[src/cbm_pkg.sv]
// ----------------------------------------------------------------------------
// cbm_pkg
// Shared types and constants for the cartridge bank mapper.
// ----------------------------------------------------------------------------
package cbm_pkg;

  localparam int MAX_ROM_BANKS_DEF = 128;
  localparam int CLK_BYTES         = 5;
  localparam int CLK_IDX_W         = $clog2(CLK_BYTES);
  localparam int ADDR_W            = 16;
  localparam int MAP_W             = 21;
  localparam int BYTE_W            = 8;
  localparam int ROM_BANK_W        = 7;
  localparam int ROM_CNT_W         = 8;
  localparam int RAM_CNT_W         = 3;
  localparam int CFG_IDX_W         = 1;

  localparam logic [3:0]           RAM_ENABLE_KEY  = 4'hA;
  localparam logic [3:0]           CLK_SEL_FIRST   = 4'h8;
  localparam logic [3:0]           CLK_SEL_LAST    = 4'hC;
  localparam logic [BYTE_W-1:0]    RAM_SEL_MAX     = 8'h03;
  localparam logic [RAM_CNT_W-1:0] RAM_CNT_RST     = 3'd4;

  typedef enum logic [2:0] {
    TGT_NONE   = 3'd0,
    TGT_ROM    = 3'd1,
    TGT_RAM    = 3'd2,
    TGT_DATA   = 3'd3,
    TGT_ABSORB = 3'd4
  } cbm_target_e;

  typedef enum logic [CFG_IDX_W-1:0] {
    CFG_ROM_BANK_COUNT = 1'b0,
    CFG_RAM_BANK_COUNT = 1'b1
  } cbm_cfg_idx_e;

  typedef struct packed {
    logic              func;
    logic [ADDR_W-1:0] bus_address;
    logic [BYTE_W-1:0] write_byte;
  } cbm_req_t;

  typedef struct packed {
    logic [2:0]        target;
    logic [MAP_W-1:0]  mapped_address;
    logic [BYTE_W-1:0] read_byte;
    logic              ram_write;
  } cbm_rsp_t;

  typedef struct packed {
    logic [ROM_BANK_W-1:0] rom_bank;
    logic [3:0]            ram_en;
    logic [3:0]            ram_sel;
    logic                  use_ram;
  } cbm_state_t;

  typedef struct packed {
    logic [ROM_CNT_W-1:0] rom_cnt;
    logic [RAM_CNT_W-1:0] ram_cnt;
  } cbm_cfg_t;

  typedef struct packed {
    logic                  ram_en_we;
    logic                  rom_we;
    logic                  sel_we;
    logic                  clk_we;
    logic [CLK_IDX_W-1:0]  clk_idx;
    cbm_state_t            nxt;
    logic [BYTE_W-1:0]     clk_data;
  } cbm_upd_t;

endpackage

[src/cbm_intf.sv]
// ----------------------------------------------------------------------------
// cbm interfaces
// Request, response and configuration channels of the bank mapper.
// ----------------------------------------------------------------------------
interface cbm_req_if;
  import cbm_pkg::*;
  logic              valid;
  logic              ready;
  logic              func;
  logic [ADDR_W-1:0] bus_address;
  logic [BYTE_W-1:0] write_byte;
  modport source (output valid, func, bus_address, write_byte, input ready);
  modport sink   (input valid, func, bus_address, write_byte, output ready);
endinterface

interface cbm_rsp_if;
  import cbm_pkg::*;
  logic              valid;
  logic              ready;
  logic [2:0]        target;
  logic [MAP_W-1:0]  mapped_address;
  logic [BYTE_W-1:0] read_byte;
  logic              ram_write;
  modport source (output valid, target, mapped_address, read_byte, ram_write,
                  input ready);
  modport sink   (input valid, target, mapped_address, read_byte, ram_write,
                  output ready);
endinterface

interface cbm_cfg_if;
  import cbm_pkg::*;
  logic                 valid;
  logic                 ready;
  logic [CFG_IDX_W-1:0] index;
  logic [BYTE_W-1:0]    data;
  modport source (output valid, index, data, input ready);
  modport sink   (input valid, index, data, output ready);
endinterface

[src/cbm_decode.sv]
// ----------------------------------------------------------------------------
// cbm_decode
// Decodes one bus request against the cartridge areas, translates the
// address and produces the controller register updates.
// ----------------------------------------------------------------------------
module cbm_decode #(
  parameter int MaxRomBanks = cbm_pkg::MAX_ROM_BANKS_DEF
) (
  input  cbm_pkg::cbm_req_t                                  req_i,
  input  cbm_pkg::cbm_state_t                                st_i,
  input  cbm_pkg::cbm_cfg_t                                  cfg_i,
  input  logic [cbm_pkg::CLK_BYTES-1:0][cbm_pkg::BYTE_W-1:0] clk_bytes_i,
  output cbm_pkg::cbm_rsp_t                                  rsp_o,
  output cbm_pkg::cbm_upd_t                                  upd_o
);
  import cbm_pkg::*;

  logic [ROM_CNT_W-1:0]  rom_lim;
  logic [ROM_CNT_W-1:0]  rom_lim_m1;
  logic [ROM_BANK_W-1:0] rom_eff;
  logic [1:0]            ram_bank;
  logic [RAM_CNT_W-1:0]  ram_cnt_m1;
  logic [1:0]            ram_eff;
  logic [3:0]            clk_off;
  logic [CLK_IDX_W-1:0]  clk_idx;
  logic                  clk_sel;

  // zero or oversized bank count falls back to the maximum
  always_comb begin
    if (cfg_i.rom_cnt == '0 || cfg_i.rom_cnt > ROM_CNT_W'(MaxRomBanks)) begin
      rom_lim = ROM_CNT_W'(MaxRomBanks);
    end else begin
      rom_lim = cfg_i.rom_cnt;
    end
  end

  assign rom_lim_m1 = rom_lim - ROM_CNT_W'(1);
  assign rom_eff    = ({1'b0, st_i.rom_bank} >= rom_lim) ?
                      (st_i.rom_bank & rom_lim_m1[ROM_BANK_W-1:0]) : st_i.rom_bank;

  // a ram count of zero wraps the mask to all ones
  assign ram_bank   = st_i.ram_sel[1:0];
  assign ram_cnt_m1 = cfg_i.ram_cnt - RAM_CNT_W'(1);
  assign ram_eff    = ({1'b0, ram_bank} >= cfg_i.ram_cnt) ?
                      (ram_bank & ram_cnt_m1[1:0]) : ram_bank;

  assign clk_sel = (st_i.ram_sel >= CLK_SEL_FIRST) && (st_i.ram_sel <= CLK_SEL_LAST);
  assign clk_off = st_i.ram_sel - CLK_SEL_FIRST;
  assign clk_idx = clk_off[CLK_IDX_W-1:0];

  always_comb begin
    rsp_o              = '0;
    upd_o              = '0;
    upd_o.clk_idx      = clk_idx;
    upd_o.clk_data     = req_i.write_byte;
    upd_o.nxt.ram_en   = req_i.write_byte[3:0];
    upd_o.nxt.rom_bank = (req_i.write_byte[ROM_BANK_W-1:0] == '0) ?
                         ROM_BANK_W'(1) : req_i.write_byte[ROM_BANK_W-1:0];
    upd_o.nxt.ram_sel  = req_i.write_byte[3:0];
    upd_o.nxt.use_ram  = (req_i.write_byte <= RAM_SEL_MAX);
    rsp_o.target       = TGT_NONE;

    if (!req_i.bus_address[15]) begin
      if (!req_i.func) begin
        rsp_o.target = TGT_ROM;
        if (!req_i.bus_address[14]) begin
          rsp_o.mapped_address = MAP_W'(req_i.bus_address);
        end else begin
          rsp_o.mapped_address = {rom_eff, req_i.bus_address[13:0]};
        end
      end else begin
        rsp_o.target = TGT_ABSORB;
        case (req_i.bus_address[14:13])
          2'b00:   upd_o.ram_en_we = 1'b1;
          2'b01:   upd_o.rom_we    = 1'b1;
          2'b10:   upd_o.sel_we    = 1'b1;
          default: ;  // clock latch writes have no effect
        endcase
      end
    end else if (req_i.bus_address[15:13] == 3'b101) begin
      rsp_o.target = req_i.func ? TGT_ABSORB : TGT_DATA;
      if (st_i.ram_en == RAM_ENABLE_KEY) begin
        if (st_i.use_ram) begin
          rsp_o.target         = TGT_RAM;
          rsp_o.mapped_address = MAP_W'({ram_eff, req_i.bus_address[12:0]});
          rsp_o.ram_write      = req_i.func;
        end else if (clk_sel) begin
          if (req_i.func) begin
            upd_o.clk_we = 1'b1;
          end else begin
            rsp_o.read_byte = clk_bytes_i[clk_idx];
          end
        end
      end
    end
  end

endmodule

[src/cartridge_bank_mapper_with_clock_regs_top.sv]
// ----------------------------------------------------------------------------
// cartridge_bank_mapper_with_clock_regs_top
// Bank controller for a cartridge with ROM and RAM banking and a clock of five
// bytes. Every bus request returns one response: ROM reads and RAM accesses
// carry a translated byte address, clock reads return data, register
// writes are absorbed, and accesses outside the cartridge areas come back
// as not handled. One request is accepted per cycle while the output is not
// stalled. A request waits in the input register, passes a single decode
// stage and is held in the result register until its response is taken.
// Register writes from a request land as the request leaves the decode
// stage, so the very next request already sees them. While a response waits
// to be taken, the input register still takes one more request; further
// requests stall until the response goes. The user must write bank counts
// over the configuration channel only while idle, not enforced by the block.
// ----------------------------------------------------------------------------
module cartridge_bank_mapper_with_clock_regs_top #(
  parameter int MaxRomBanks = cbm_pkg::MAX_ROM_BANKS_DEF
) (
  input  logic      clk_i,
  input  logic      rst_ni,
  cbm_req_if.sink   in_i,
  cbm_rsp_if.source out_o,
  cbm_cfg_if.sink   cfg_i
);
  import cbm_pkg::*;

  cbm_req_t   s1_req_q;
  logic       s1_valid_q;
  cbm_rsp_t   out_q;
  logic       out_valid_q;
  cbm_state_t st_q;
  cbm_cfg_t   cfg_q;
  logic [CLK_BYTES-1:0][BYTE_W-1:0] clk_bytes_q;

  cbm_rsp_t dec_rsp;
  cbm_upd_t upd;
  logic     adv;
  logic     in_fire;

  assign adv     = s1_valid_q && (!out_valid_q || out_o.ready);
  assign in_i.ready = !s1_valid_q || adv;
  assign in_fire = in_i.valid && in_i.ready;

  assign cfg_i.ready = 1'b1;

  always_ff @(posedge clk_i or negedge rst_ni) begin
    if (!rst_ni) begin
      cfg_q.rom_cnt <= ROM_CNT_W'(MaxRomBanks);
      cfg_q.ram_cnt <= RAM_CNT_RST;
    end else if (cfg_i.valid) begin
      case (cfg_i.index)
        CFG_ROM_BANK_COUNT: cfg_q.rom_cnt <= cfg_i.data;
        CFG_RAM_BANK_COUNT: cfg_q.ram_cnt <= cfg_i.data[RAM_CNT_W-1:0];
        default: ;
      endcase
    end
  end

  always_ff @(posedge clk_i or negedge rst_ni) begin
    if (!rst_ni) begin
      s1_valid_q <= 1'b0;
    end else if (in_i.ready) begin
      s1_valid_q <= in_i.valid;
    end
  end

  always_ff @(posedge clk_i) begin
    if (in_fire) begin
      s1_req_q.func        <= in_i.func;
      s1_req_q.bus_address <= in_i.bus_address;
      s1_req_q.write_byte  <= in_i.write_byte;
    end
  end

  cbm_decode #(
    .MaxRomBanks(MaxRomBanks)
  ) u_decode (
    .req_i      (s1_req_q),
    .st_i       (st_q),
    .cfg_i      (cfg_q),
    .clk_bytes_i(clk_bytes_q),
    .rsp_o      (dec_rsp),
    .upd_o      (upd)
  );

  // controller registers update as the request leaves the decode stage
  always_ff @(posedge clk_i or negedge rst_ni) begin
    if (!rst_ni) begin
      st_q.rom_bank <= ROM_BANK_W'(1);
      st_q.ram_en   <= '0;
      st_q.ram_sel  <= '0;
      st_q.use_ram  <= 1'b0;
      clk_bytes_q   <= '0;
    end else if (adv) begin
      if (upd.ram_en_we) begin
        st_q.ram_en <= upd.nxt.ram_en;
      end
      if (upd.rom_we) begin
        st_q.rom_bank <= upd.nxt.rom_bank;
      end
      if (upd.sel_we) begin
        st_q.ram_sel <= upd.nxt.ram_sel;
        st_q.use_ram <= upd.nxt.use_ram;
      end
      if (upd.clk_we) begin
        clk_bytes_q[upd.clk_idx] <= upd.clk_data;
      end
    end
  end

  always_ff @(posedge clk_i or negedge rst_ni) begin
    if (!rst_ni) begin
      out_valid_q <= 1'b0;
    end else if (!out_valid_q || out_o.ready) begin
      out_valid_q <= s1_valid_q;
    end
  end

  always_ff @(posedge clk_i) begin
    if (adv) begin
      out_q <= dec_rsp;
    end
  end

  assign out_o.valid          = out_valid_q;
  assign out_o.target         = out_q.target;
  assign out_o.mapped_address = out_q.mapped_address;
  assign out_o.read_byte      = out_q.read_byte;
  assign out_o.ram_write      = out_q.ram_write;

`ifndef ASSERT_OFF
  a_rom_bank_nonzero: assert property (@(posedge clk_i) disable iff (!rst_ni)
    st_q.rom_bank != '0)
    else $error("rom bank register holds zero");

  a_use_ram_sel: assert property (@(posedge clk_i) disable iff (!rst_ni)
    st_q.use_ram |-> (st_q.ram_sel <= 4'd3))
    else $error("ram flag set with a clock select");

  a_adv_fills_out: assert property (@(posedge clk_i) disable iff (!rst_ni)
    adv |=> out_valid_q)
    else $error("decoded request lost before the result register");

  a_stall_blocks_in: assert property (@(posedge clk_i) disable iff (!rst_ni)
    (s1_valid_q && !adv) |-> !in_i.ready)
    else $error("request taken while the input register is stalled");
`endif

endmodule

[src/flat_wrapper.sv]
// flat-port wrapper written by rule: the top's interface ports become plain ports
module cartridge_bank_mapper_with_clock_regs_top_flat import cbm_pkg::*;
#(
  parameter int MaxRomBanks = cbm_pkg::MAX_ROM_BANKS_DEF
)
  (clk_i, rst_ni, in_i_valid, in_i_func, in_i_bus_address, in_i_write_byte, in_i_ready, out_o_valid, out_o_target, out_o_mapped_address, out_o_read_byte, out_o_ram_write, out_o_ready, cfg_i_valid, cfg_i_index, cfg_i_data, cfg_i_ready);
  cbm_req_if in_i_i ();
  cbm_rsp_if out_o_i ();
  cbm_cfg_if cfg_i_i ();
  input  logic clk_i;
  input  logic rst_ni;
  input wire logic [$bits(in_i_i.valid)-1:0] in_i_valid;
  input wire logic [$bits(in_i_i.func)-1:0] in_i_func;
  input wire logic [$bits(in_i_i.bus_address)-1:0] in_i_bus_address;
  input wire logic [$bits(in_i_i.write_byte)-1:0] in_i_write_byte;
  output wire logic [$bits(in_i_i.ready)-1:0] in_i_ready;
  output wire logic [$bits(out_o_i.valid)-1:0] out_o_valid;
  output wire logic [$bits(out_o_i.target)-1:0] out_o_target;
  output wire logic [$bits(out_o_i.mapped_address)-1:0] out_o_mapped_address;
  output wire logic [$bits(out_o_i.read_byte)-1:0] out_o_read_byte;
  output wire logic [$bits(out_o_i.ram_write)-1:0] out_o_ram_write;
  input wire logic [$bits(out_o_i.ready)-1:0] out_o_ready;
  input wire logic [$bits(cfg_i_i.valid)-1:0] cfg_i_valid;
  input wire logic [$bits(cfg_i_i.index)-1:0] cfg_i_index;
  input wire logic [$bits(cfg_i_i.data)-1:0] cfg_i_data;
  output wire logic [$bits(cfg_i_i.ready)-1:0] cfg_i_ready;
  assign in_i_i.valid = in_i_valid;
  assign in_i_i.func = in_i_func;
  assign in_i_i.bus_address = in_i_bus_address;
  assign in_i_i.write_byte = in_i_write_byte;
  assign in_i_ready = in_i_i.ready;
  assign out_o_valid = out_o_i.valid;
  assign out_o_target = out_o_i.target;
  assign out_o_mapped_address = out_o_i.mapped_address;
  assign out_o_read_byte = out_o_i.read_byte;
  assign out_o_ram_write = out_o_i.ram_write;
  assign out_o_i.ready = out_o_ready;
  assign cfg_i_i.valid = cfg_i_valid;
  assign cfg_i_i.index = cfg_i_index;
  assign cfg_i_i.data = cfg_i_data;
  assign cfg_i_ready = cfg_i_i.ready;
  cartridge_bank_mapper_with_clock_regs_top #(.MaxRomBanks(MaxRomBanks)) u_core (.clk_i(clk_i), .rst_ni(rst_ni), .in_i(in_i_i), .out_o(out_o_i), .cfg_i(cfg_i_i));
endmodule
[config.mk]
export PLATFORM = sky130hd
export DESIGN_NAME = cartridge_bank_mapper_with_clock_regs_top_flat
export DESIGN_NICKNAME = d
export VERILOG_FILES = /design/src/cbm_pkg.sv /design/src/cbm_intf.sv /design/src/cbm_decode.sv /design/src/cartridge_bank_mapper_with_clock_regs_top.sv /design/src/flat_wrapper.sv
export SDC_FILE = /design/constraint.sdc
export NUM_CORES = 1
export LEC_CHECK = 0
export ABC_AREA = 1
export ABC_CLOCK_PERIOD_IN_PS = 3540
export BUFFER_PORTS_ARGS = -buffer_cell sky130_fd_sc_hd__buf_2
export CAP_MARGIN = 0
export CORE_MARGIN = 2
export CORE_UTILIZATION = 63
export DETAILED_ROUTE_END_ITERATION = 8
export PLACE_DENSITY = 0.82
export SYNTH_ARGS = -nofsm -noshare
export SYNTH_HDL_FRONTEND = slang
export SYNTH_HIERARCHICAL = 1
export SYNTH_SLANG_ARGS = --single-unit
[constraint.sdc]
create_clock -name clk_i -period 3.54 [get_ports clk_i]
set_clock_uncertainty 0.15 [all_clocks]
set_input_delay 0.354 -clock clk_i [delete_from_list [all_inputs] [get_ports clk_i]]
set_output_delay 0.354 -clock clk_i [all_outputs]
set_load 0.01 [all_outputs]
# --- After elaboration in Yosys (flattened, before gate mapping) ---
# Cells that the tools add are included.
classes:
  bitwise_logic: 7
  addsub: 3
  n_eq_ne: 4
  n_mux: 32
  order_cmp: 8
  reduce_logical: 20
op_table:
  columns: ["op", "count"]
  rows:
  - ["$mux W33", 2]
  - ["$mux W24", 2]
  - ["$mux W8", 6]
  - ["$mux W21", 2]
  - ["$bwmux W40", 1]
  - ["$bmux W8 S3", 1]
  - ["$demux W8 S3", 1]
  - ["$mux W7", 2]
  - ["$mux W3", 4]
  - ["$reduce_and A2 Y1", 6]
  - ["$mux W1", 10]
  - ["$ge A7 B8 Y1", 1]
  - ["$gt A8 B8 Y1 const B", 1]
  - ["$le A8 B2 Y1 const B", 1]
  - ["$logic_not A8 Y1", 1]
  - ["$and A7 B7 Y7", 1]
  - ["$logic_not A7 Y1", 1]
  - ["$sub A7 B1 Y7 const B", 1]
  - ["$reduce_or A6 Y1", 1]
  - ["$not A1 Y1", 5]
  - ["$eq A4 B4 Y1 const B", 1]
  - ["$ge A4 B4 Y1 const B", 1]
  - ["$le A4 B4 Y1 const B", 1]
  - ["$logic_and A1 B1 Y1", 4]
  - ["14 further kinds", 17]
word_totals:
  reg_bits: 127
  output_inout_bits: 36
  wordCells: 94

# --- Logic depth before layout (Yosys ltp) ---
logic_depth:
  word_depth: 9
  ltp_mapped: 15
  ltp_nobuf: 15

# --- Cells and area by module ---
# Netlist, hierarchy kept.
modules_own_cells:
  columns: ["mod", "area_each_um2", "instances", "cells_each"]
  rows:
  - ["cartridge_bank_mapper_with_clock_regs_top", 4833.4, 1, 404]
  - ["cbm_decode", 1401.3, 1, 263]

# --- Worst setup path before layout ---
# OpenSTA, ideal clock, no wires.
synth_timing:
  path_type: "reg2reg"
  start: "register u_core/cfg_q[10] (netlist name)"
  end: "register u_core.out_q, in the netlist u_core/out_o.mapped_address[14] (data pin)"
  slack_ns: 1.166
  path_stages_with_launch: 13
  setup_ns: 0.260
  arrival_time_ns: 1.964
  period_less_slack_ns: 2.374
  n_path_buf: 1
  cell_sequence: "dfstp_2 > clkbuf_2 > nor2_1 > nand4_1 > and2_4 > nand2_1 > ha_1 > a21oi_1 > o21ai_0 > nand3_1 > nand3_2 > nor2_1 > o21ai_2"
synth_lines:
  columns: ["element", "line", "rtl"]
  rows:
  - ["start, declared", "cartridge_bank_mapper_with_clock_regs_top.sv:32", "cbm_cfg_t cfg_q;"]
  - ["end signal, assigned", "cartridge_bank_mapper_with_clock_regs_top.sv:121", "out_q <= dec_rsp;"]
  - ["end, declared", "cartridge_bank_mapper_with_clock_regs_top.sv:29", "cbm_rsp_t out_q;"]

==> impl_metrics.json <==
{
  "status": "finished, final reports clean",
  "ant_nets": 0,
  "avgSynthCellArea_um2": 9.35,
  "die_w_um": 103,
  "p_leak_uw": 0.00343,
  "syn_nets": 718,
  "most-common-layout-cells": "172 x nand2_1, 77 x inv_1, 73 x buf_2",
  "fin_crit_sh": 0.841,
  "critical_path_class": "reg2reg",
  "synth-seq-cells": 127,
  "cts.htree.levels": 4,
  "pre_cts_ws_ns": 0.703,
  "dieArea_mm2": 0.0107,
  "grt_antenna_before_repair": 0,
  "power_frac_seq": 0.418,
  "cts_tree": "built",
  "crit_path_end_kind": "flip-flop",
  "fin_tns_setup_ns": 0,
  "rows": 36,
  "slew_headroom": 0.260,
  "drt_wl_total_um": 15400,
  "cts_resized": 0,
  "max_freq_mhz": 336,
  "globalplace.congestion": 0.957,
  "grt_pass1_vias": 4846,
  "fin_ws_ns": 0.561,
  "ys.warnings.count": 6,
  "slew_violations": 0,
  "fp.coreArea_mm2": 0.00968,
  "seq_area_frac_synth": 0.557,
  "grt_overflow_total": 0,
  "p_per_area_mw_per_mm2": 589,
  "worst_setup_path_start_kind": "flip-flop",
  "final_common_cell": "nand2_1",
  "clockPowerShare": 0.401,
  "required_ns": 3.85,
  "clk_latency_ns": 0.53,
  "initialDrtViolationCount": 659,
  "rsz0062_at_grt": "no",
  "crit_fanout": 45,
  "cts_made_buffers": 17,
  "holdCritPathClass": "in2reg",
  "n_antenna_cell": 0,
  "pin_count": 75,
  "layout.nets": 812,
  "worst_pin_slew_ns": 1.11,
  "initial_utilization": 0.644,
  "regArea_mm2": 0.00347,
  "grt_max_degree": 53,
  "drc": 0,
  "p_int_uw": 3060,
  "multi_input_area_mm2": 0.00219,
  "clk_pin_slew_ns": 0.07,
  "cts_sinks": 127,
  "setup_viol": 0,
  "p_switching_uw": 1370,
  "gr-usage-all-layers": 0.302,
  "arrival_ns": 3.29,
  "vdd_drop_max_mv": 0.387,
  "die_y_um": 103,
  "via_count": 5105,
  "root_buffer": "clkbuf_8",
  "syn-cell-area_mm2": 0.00623,
  "routedWlPerCell_um": 17.0,
  "layout-drive-gt1-share": 0.182,
  "netlist_instances": 667,
  "synthDistinctLibCells": 43,
  "area_growth_pct": 20.6,
  "cap_violations": 0,
  "fillers": 578,
  "swShare": 0.310,
  "grt_pass1_wl_um": 24000,
  "dp_hpwl_um": 9180,
  "finalHoldViolCount": 0,
  "period_needed_ns": 2.98,
  "drt-pass1-iter-count": 6,
  "clockBufferDepth": 2,
  "vias_per_cell": 5.63,
  "port_buffers": 73,
  "pwr-share-comb": 0.181
}
==> power by group through the flow <==
stage	Sequential, µW	Clock (µW)	Combinational [µW]
floorplan	1820	0	566
global placement	1860	0	692
detailed placement	1870	0	724
CTS	1840	1770	778
global route	1870	1850	889
finish	1850	1770	803
==> flip-flops by register name (all words and copies together), names as in the netlist <==
signal	cells
u_core/clk_bytes_q	40
u_core/s1_valid_q	1
u_core/out_o.valid	1
u_core/st_q	16
u_core/out_o.read_byte	8
u_core/out_o.ram_write	1
u_core/s1_req_q	25
u_core/cfg_q	11
u_core/out_o.mapped_address	21
u_core/out_o.target	3
==> critical path, stage by stage, from the launching register on <==
cell	delay, ns
edfxtp_1	0.42
inv_1	0.18
nand3_1	0.22
nor3_2	0.30
inv_1	0.08
nor4_1	0.41
nand3_4	0.55
nor2_4	0.38
nand2_1	0.10
nand2_1	0.09
==> synth_stat cells <==
cell type	instances	area share
nand4_1	4	0.0040
nor4_1	2	0.0020
clkbuf_2	1	0.00080
a31oi_1	2	0.0020
a211o_1	1	0.0014
nand2_1	172	0.10
o21ai_2	3	0.0042
o21bai_1	40	0.048
buf_4	22	0.026
nor2_2	1	0.0010
nor2_4	7	0.013
xor2_1	1	0.0014
dfrtp_1	66	0.26
a311oi_1	7	0.0098
dfstp_2	3	0.013
o41ai_1	1	0.0014
nor2_1	60	0.036
or2_2	1	0.0010
inv_2	2	0.0012
nand3_4	1	0.0028
ha_1	12	0.024
conb_1	1	0.00060
clkinv_1	2	0.0012
a21oi_2	2	0.0028
a211oi_1	1	0.0012
a32o_1	1	0.0016
and2_4	1	0.0014
nor3_2	1	0.0016
clkbuf_1	8	0.0048
o21ai_1	1	0.00080
o21ai_0	26	0.021
o211ai_1	2	0.0024
buf_2	7	0.0056
nand2_2	5	0.0050
buf_6	4	0.0072
edfxtp_1	58	0.28
nand3_2	6	0.0096
and3_1	2	0.0020
nand3_1	32	0.026
nor3_1	3	0.0024
xnor2_1	2	0.0028
a21oi_1	16	0.013
inv_1	77	0.046
==> what timing repair did <==
| item | in CTS | in global routing |
|---|---|---|
| buffers inserted | 0 | 0 |
| hold buffers | 40 | 0 |
| endpoints found under the hold margin | 58 | 0 |
| setup endpoints to repair | 0 | 0 |
==> per-layer routing <==
layer | routed length, µm | share of wire | track usage | vias up
met1 | 5900 | 0.38 | 0.395 | 2392
met5 | 0 | 0 | 0 | -
li1 | - | - | - | 2346
met3 | 1390 | 0.090 | 0.0497 | 48
met4 | 431 | 0.028 | 0.117 | 0
met2 | 7680 | 0.50 | 0.507 | 319
==> final cells by class <==
type / instances / share of cell area
Multi-Input combinational cell: 417 / 0.291
Tap cell: 133 / 0.0221
Clock buffer: 17 / 0.0551
Timing Repair Buffer: 117 / 0.106
Inverter: 81 / 0.0404
Clock inverter: 15 / 0.0243
Sequential cell: 127 / 0.462
==> cell families after synthesis <==
kind of cell,after synthesis,share of synthesized area
buffers and inverters,123,0.0937
xor gates and xnor gates,3,0.00422
AOI/OAI and AO/OA,103,0.110
other,1,0.000601
adders and majority gates,12,0.0241
DFF,127,0.557
and+or+nand+nor,298,0.211
==> final timing paths <==
check                                         start                      to  slack (ns)  cells past startpoint
worst min-delay path                    out_o_ready      u_core/out_o.valid        0.04                      4
min in group asynchronous                    rst_ni  u_core/clk_bytes_q[22]        0.18                      2
max in group asynchronous                    rst_ni         u_core/st_q[14]        2.28                      3
worst min register to register       u_core/st_q[4]          u_core/st_q[4]        0.35                      2
worst max register to register  u_core/s1_req_q[22]   u_core/clk_bytes_q[0]        0.56                      9
worst max-delay path            u_core/s1_req_q[22]   u_core/clk_bytes_q[0]        0.56                      9
==> per-stage QoR <==
stage,area (µm²),power (µW),hold slack (ns),util,cells
2_1_floorplan,6230,2390,-0.0916,-,667
3_3_place_gp,6520,2550,0.189,0.674,835
3_5_place_dp,6520,2590,0.191,0.674,835
4_1_cts,7520,4390,0.0189,0.777,907
5_1_grt,7520,4610,0.0502,0.777,907
6_report,7520,4430,0.0385,0.777,907
No activity file was read; power rests on OpenSTA's default activity.
